$ cat src/rtl/polynomial_multiplier_top_assert.svh
// Assertion macros for the polynomial multiplier RTL.
`ifndef POLYNOMIAL_MULTIPLIER_TOP_ASSERT_SVH
`define POLYNOMIAL_MULTIPLIER_TOP_ASSERT_SVH
`ifndef SYNTHESIS
`define PM_ASSERT(lbl, prop) \
  lbl: assert property (@(posedge clk) disable iff (rst) prop) \
    else $error("polynomial multiplier check failed");
`define PM_NEVER(lbl, cond) \
  `PM_ASSERT(lbl, !(cond))
`else
`define PM_ASSERT(lbl, prop)
`define PM_NEVER(lbl, cond)
`endif
`endif

$ cat src/rtl/pm_pkg.sv
`default_nettype none
package pm_pkg;

  localparam int MAX_TERMS = 32;
  localparam int ADDR_W    = $clog2(MAX_TERMS);
  localparam int CNT_W     = $clog2(MAX_TERMS + 1);
  localparam int COEF_W    = 32;
  localparam int POWER_W   = 6;
  localparam int PROD_W    = 2 * COEF_W;
  // Room for MAX_TERMS full-scale products plus the rounding constant.
  localparam int ACC_W     = PROD_W + $clog2(MAX_TERMS) + 2;
  localparam int FRAC_W    = 16;

  typedef enum logic [1:0] {
    CMD_LOAD_FIRST  = 2'd0,
    CMD_LOAD_SECOND = 2'd1,
    CMD_COMPUTE     = 2'd2
  } cmd_t;

  typedef enum logic [1:0] {
    STATUS_OK       = 2'd0,
    STATUS_EMPTY    = 2'd1,
    STATUS_OVERFLOW = 2'd2
  } status_t;

  typedef struct packed {
    logic issue;
    logic clear;
  } mac_ctl_t;

  typedef struct packed {
    logic              busy;
    logic              saturated;
    logic [COEF_W-1:0] value;
  } mac_stat_t;

endpackage
`default_nettype wire

$ cat src/rtl/pm_mac.sv
`default_nettype none
module pm_mac (
  input  wire logic                       clk,
  input  wire logic                       rst,
  input  wire pm_pkg::mac_ctl_t           ctl,
  input  wire logic [pm_pkg::COEF_W-1:0]  a,
  input  wire logic [pm_pkg::COEF_W-1:0]  b,
  output pm_pkg::mac_stat_t               stat
);

  localparam int Q_W = pm_pkg::ACC_W - pm_pkg::FRAC_W;

  logic                               rd_valid;
  logic                               prod_valid;
  logic signed [pm_pkg::PROD_W-1:0]   product;
  logic signed [pm_pkg::ACC_W-1:0]    acc;
  logic signed [pm_pkg::ACC_W-1:0]    rounded;
  logic signed [Q_W-1:0]              q;
  logic                               fits;

  // Read data arrives in the cycle after issue; the product is registered
  // before it is added in.
  always_ff @(posedge clk) begin
    if (rst) begin
      rd_valid   <= 1'b0;
      prod_valid <= 1'b0;
      acc        <= '0;
    end else begin
      rd_valid   <= ctl.issue;
      prod_valid <= rd_valid;
      if (ctl.clear) begin
        acc <= '0;
      end else if (prod_valid) begin
        acc <= acc + pm_pkg::ACC_W'(product);
      end
    end
  end

  always_ff @(posedge clk) begin
    if (rd_valid) begin
      product <= $signed(a) * $signed(b);
    end
  end

  // Round to nearest with ties toward plus infinity, then clip to 32 bits.
  always_comb begin
    rounded = acc + pm_pkg::ACC_W'(1 << (pm_pkg::FRAC_W - 1));
    q       = rounded[pm_pkg::ACC_W-1:pm_pkg::FRAC_W];
    fits    = (q[Q_W-1:pm_pkg::COEF_W-1] == '0) || (q[Q_W-1:pm_pkg::COEF_W-1] == '1);
    stat.busy      = rd_valid | prod_valid;
    stat.saturated = !fits;
    if (fits) begin
      stat.value = q[pm_pkg::COEF_W-1:0];
    end else if (q[Q_W-1]) begin
      stat.value = {1'b1, {(pm_pkg::COEF_W-1){1'b0}}};
    end else begin
      stat.value = {1'b0, {(pm_pkg::COEF_W-1){1'b1}}};
    end
  end

endmodule
`default_nettype wire

$ cat config.mk
export PLATFORM = sky130hd
export DESIGN_NAME = pm_mac
export DESIGN_NICKNAME = d
export VERILOG_FILES = /design/src/rtl/polynomial_multiplier_top_assert.svh /design/src/rtl/pm_pkg.sv /design/src/rtl/pm_mac.sv
export SDC_FILE = /design/constraint.sdc
export NUM_CORES = 2
export LEC_CHECK = 0
export BUFFER_PORTS_ARGS = -buffer_cell sky130_fd_sc_hd__buf_4
export CORE_MARGIN = 2
export CORE_UTILIZATION = 40
export CTS_BUF_LIST = sky130_fd_sc_hd__clkbuf_8 sky130_fd_sc_hd__clkbuf_16
export CTS_CLUSTER_DIAMETER = 200
export DETAILED_ROUTE_END_ITERATION = 6
export GPL_ROUTABILITY_DRIVEN = 0
export SYNTH_ARGS = -nofsm -noshare
export SYNTH_HDL_FRONTEND = slang
export SYNTH_SLANG_ARGS = --single-unit
$ cat constraint.sdc
create_clock -name clk -period 17.8 [get_ports clk]
set_clock_uncertainty 0.05 [all_clocks]
set_input_delay 1.78 -clock clk [delete_from_list [all_inputs] [get_ports clk]]
set_output_delay 1.78 -clock clk [all_outputs]
set_load 0.01 [all_outputs]
After elaboration in Yosys (flattened, before gate mapping)
Index checks and enable logic that the tools add are counted.
{"block": "word_totals", "regBits": 137, "output_inout_bits": 34, "input_bits": 68, "wordCells": 15}
{"block": "op_classes", "n_eq_ne": 1, "n_bitwise": 1, "reduce_logical": 4, "mul": 1, "mux": 2, "addsub": 2}
{"op": "$add 71x17->71 const B", "n": 1}
{"op": "$add 71x64->71", "n": 1}
{"op": "$mul 32x32->64", "n": 1}
{"op": "$mux 32", "n": 2}
{"op": "$eq 24x24->1 const B", "n": 1}
{"op": "$logic_not 24->1", "n": 1}
{"op": "$reduce_or 2->1", "n": 1}
{"op": "$logic_not 1->1", "n": 1}
{"op": "$logic_or 1x1->1", "n": 1}
{"op": "$or 1x1->1", "n": 1}

Logic depth before layout (Yosys ltp)
{"block": "depth", "depth_word": 4, "ltp_mapped": 29, "depth_no_buf": 27}

Least setup slack after synthesis
Ideal clock, no wire load.
{"block": "synth_path", "path_kind": "input to register", "start": "in a[31] in the netlist's numbering", "end": "reg product[60] in the netlist's numbering (data pin)", "t_arrival_ns": 9.315, "required_ns": 17.480, "path_buffers": 1, "stages": 26, "setup_ns": 0.270, "slack_ns": 8.166, "path_cell_list": "clkbuf_1 -> nand2_1 -> inv_1 -> fa_1 -> inv_1 -> fa_1 -> inv_1 -> fa_1 -> fa_1 -> inv_1 -> fa_1 -> inv_1 -> fa_1 -> inv_1 -> fa_1 -> inv_1 -> fa_1 -> ha_1 -> nand4_1 -> or4_1 -> or3_1 -> o211ai_1 -> a41o_1 -> nand2_1 -> a311oi_1 -> xor2_1"}
{"block": "synth_via", "elab_chain_cells": 1}
{"item": "from (decl)", "line_no": "pm_mac.sv:6", "rtl": "input wire logic [pm_pkg::COEF_W-1:0] a,"}
{"item": "$mul 32x32->64", "line_no": "pm_mac.sv:41", "rtl": "product <= $signed(a) * $signed(b);"}
{"item": "to (signal assigned)", "line_no": "pm_mac.sv:41"}
{"item": "to (decl)", "line_no": "pm_mac.sv:15", "rtl": "logic signed [pm_pkg::PROD_W-1:0] product;"}
Every way passes these cells.
A chain may end at the register's enable or synchronous reset.

Final worst setup path
{"block": "layout_path", "start": "in b[5] in the netlist's numbering", "end": "reg product[60] in the netlist's numbering (data pin)"}
{"block": "layout_via", "elab_chain_cells": 1}
{"item": "from (decl)", "line_no": "pm_mac.sv:7", "rtl": "input wire logic [pm_pkg::COEF_W-1:0] b,"}
{"item": "$mul 32x32->64", "line_no": "pm_mac.sv:41"}
Every way passes these cells.

==> metrics.md <==
| Metric | Value |
|---|---|
| Avg Inst Size Synth | `9.12 sq um` |
| Final hold violations | `0` |
| WP data arrival | `10070 ps` |
| Reg-to-Reg End | `acc[70]` |
| CTS root buf | `clkbuf_16` |
| Max incr delay on CP | `880 ps` |
| Fmax | `0.101 GHz` |
| Count of cell types in the netlist | `82` |
| Final wirelength | `128000 um` |
| Total Routing Usage GR | `21.9%` |
| Hold-fix buffers, CTS | `0` |
| Synth Flop Type | `dfxtp_1` |
| Die height | `345 um` |
| Initial Utilization | `40.2%` |
| Yosys warns | `0` |
| Critical path type | `in2reg` |
| Worst skew pair latency | `440 ps` |
| Final nets | `6375` |
| CP Max Fanout | `32` |
| RSZ-0062 raised after global routing | `false` |
| DRT antenna net count | `0` |
| Crit end category | `register` |
| Post_cts resized | `0` |
| CTS tree | `done` |
| Crit-path leading delay family | `adder cells` |
| Max Transition Viols Final | `0` |
| Vias in the first global route | `36.3k` |
| Crit path depth | `26` |
| 1st-iter DRT viols | `2376` |
| Drt first pass iters | `5` |
| Final period util | `55.9%` |
| Startpoint types | `primary input` |
| Vias | `34.1k` |
| Clock buffer depth | `2` |
| Worst Setup SP | `b[5]` |
| Congestion Overflow GR | `0` |
| Area of the mapped netlist | `46600 sq um` |
| Setup violators final | `0` |
| R2R Setup Slk | `13360 ps` |
| Clk sinks | `137` |
| CP dominant cell by count | `fa_1` |
| Commonest non-fill, non-tap cells in the layout | `fa_1 (1083), inv_1 (1010), nand2_1 (621)` |
| Synth Instances | `5115` |
| Dpl hpwl | `102000 um` |
| Worst reg2reg path depth | `13` |
| Seq/Total Area, Yosys | `7.25%` |
| Status | `complete, no violations` |
| Slew @ Worst Pin | `998 ps` |
| H-tree depth | `4` |
| RR Startpoint | `acc[0]` |
| Post-route DRC | `0` |
| Fill cell count | `11.4k` |
| Post-layout util | `42.1%` |
| Hold/Removal Path Class | `reg2reg` |
| Worst-path clk slew | `60 ps` |
| Crit path buffers/inverters | `8` |
| Fraction of registers with async set/reset | `0%` |
| Port bufs | `101` |
| #FFs+latches synth | `137` |
| Max_cap viols | `0` |
| CORE AREA | `116000 sq um` |
| Post-synth EDFFs | `64` |
| Min cycle time layout | `9940 ps` |
| Top-Level Pins | `102` |
| Vias per cell | `5.24` |
| Area Growth Syn to Fin | `4.71%` |
| Die width | `345 um` |
| Site Rows | `125` |
| Most common cell after layout, fill and taps aside | `fa_1` |
| Slowest CP cell | `fa_1` |
| Wire length per cell | `19.7 um` |
| Die area | `119000 sq um` |
| Antenna violations before repair | `4` |
| First-pass GRT wire length | `207000 um` |
| Num CTS Buffers | `17` |
| Syn Nets | `6521` |
| Final setup TNS | `0 ps` |
| Post CTS Setup Buffer Count | `0` |
| Worst setup path endpoint | `product[60]` |
| Largest net degree at the start of global routing | `66` |
| Worst EP required | `17930 ps` |
| Layout cells sized above 1 | `4.05%` |
| Relative slew slack | `33.4%` |
-- Yosys cell counts, types with 6 or more instances --
cell type  number  area (sq um)
clkbuf_1      257           965
mux2i_1        35           350
nor3_1         38           190
o211ai_1        8          60.1
fa_1         1083         21700
nand2b_1       18           113
o31a_1          8          70.1
and2_1        523          3270
nor2b_1        36           225
a21oi_1       172           861
o31ai_1        11          82.6
xnor2_1       105           920
o21ai_1         9          45.0
inv_1        1010          3790
or3_1          11          68.8
and3_1         21           131
o21bai_1       32           240
nand2_1       621          2330
dfxtp_1        73          1460
a31oi_1        27           169
nor4_1         10          62.6
a211oi_1       18           135
o21a_1         16           120
o21ai_0        97           485
a21boi_0        9          67.6
a21oi_2        29           254
edfxtp_1       64          1920
or2_2           8          50.1
ha_1          255          3190
buf_2           6          30.0
nor2_1        160           601
nand3_1        61           305
a21o_1         73           548
xor2_1         64           561
nand4_1        49           307
-- cell families after synthesis --
logic type | count (synthesis) | synth area share [%]
AOI/OAI and AO/OA | 562 | 7.78
xor gates and xnor gates | 169 | 3.17
DFF | 137 | 7.25
and+or+nand+nor | 1587 | 17.2
muxes | 38 | 0.824
adders and majority gates | 1338 | 53.3
buffers and inverters | 1284 | 10.5
-- worst reg2reg max path, stage by stage (launching register included) --
cell and delay, ps:
dfxtp_1 330, ha_1 200, inv_1 70, fa_1 410, nor2b_1 170, o31a_1 200, o311ai_0 280, a211oi_1 620
nor2_1 240, o311ai_0 870, o221ai_1 280, xnor2_1 270, a21oi_1 100, a31o_2 240
-- layer usage --
metal	track usage, %	routed length (um)	part of all wire (%)
met5	0	44	0.034
met4	3.53	1630	1.3
met3	4.21	11000	8.6
met2	33.0	54900	43
met1	33.1	60700	47
-- flip-flops by register name (all words and copies together) (netlist names) --
name	flops
rd_valid	1
product	64
acc	71
prod_valid	1
-- through the flow --
step | hold WS (ps) | instances | worst slack [ps] | area (sq um)
floorplan | 413 | 5115 | 8170 | 46600
global placement | 424 | 6474 | 7440 | 48300
detailed placement | 443 | 6474 | 7360 | 48300
CTS | 452 | 6506 | 7820 | 48800
global route | 464 | 6506 | 7340 | 48800
finish | 450 | 6507 | 7860 | 48800
-- area by class of cell --
class,instances,area (sq um),area share (%)
Clock inverter,15,139,0.284
Timing Repair Buffer,108,811,1.66
Multi-Input combinational cell,3694,38400,78.6
Antenna cell,1,2.50,0.00512
Clock buffer,17,425,0.871
Sequential cell,137,3390,6.93
Tap cell,1524,1910,3.90
Inverter,1011,3790,7.77
-- worst min-delay path by stage --
stage               cells past startpoint  startpoint  endpoint
finish                                  2      acc[1]    acc[1]
global route                            2      acc[1]    acc[1]
CTS                                     2      acc[1]    acc[1]
detailed placement                      2      acc[1]    acc[1]
global placement                        2     acc[11]   acc[11]
floorplan                               2     acc[10]   acc[10]
Power is not shown: default switching activity piles up to over one toggle a cycle in this logic, so the estimate is an artifact.
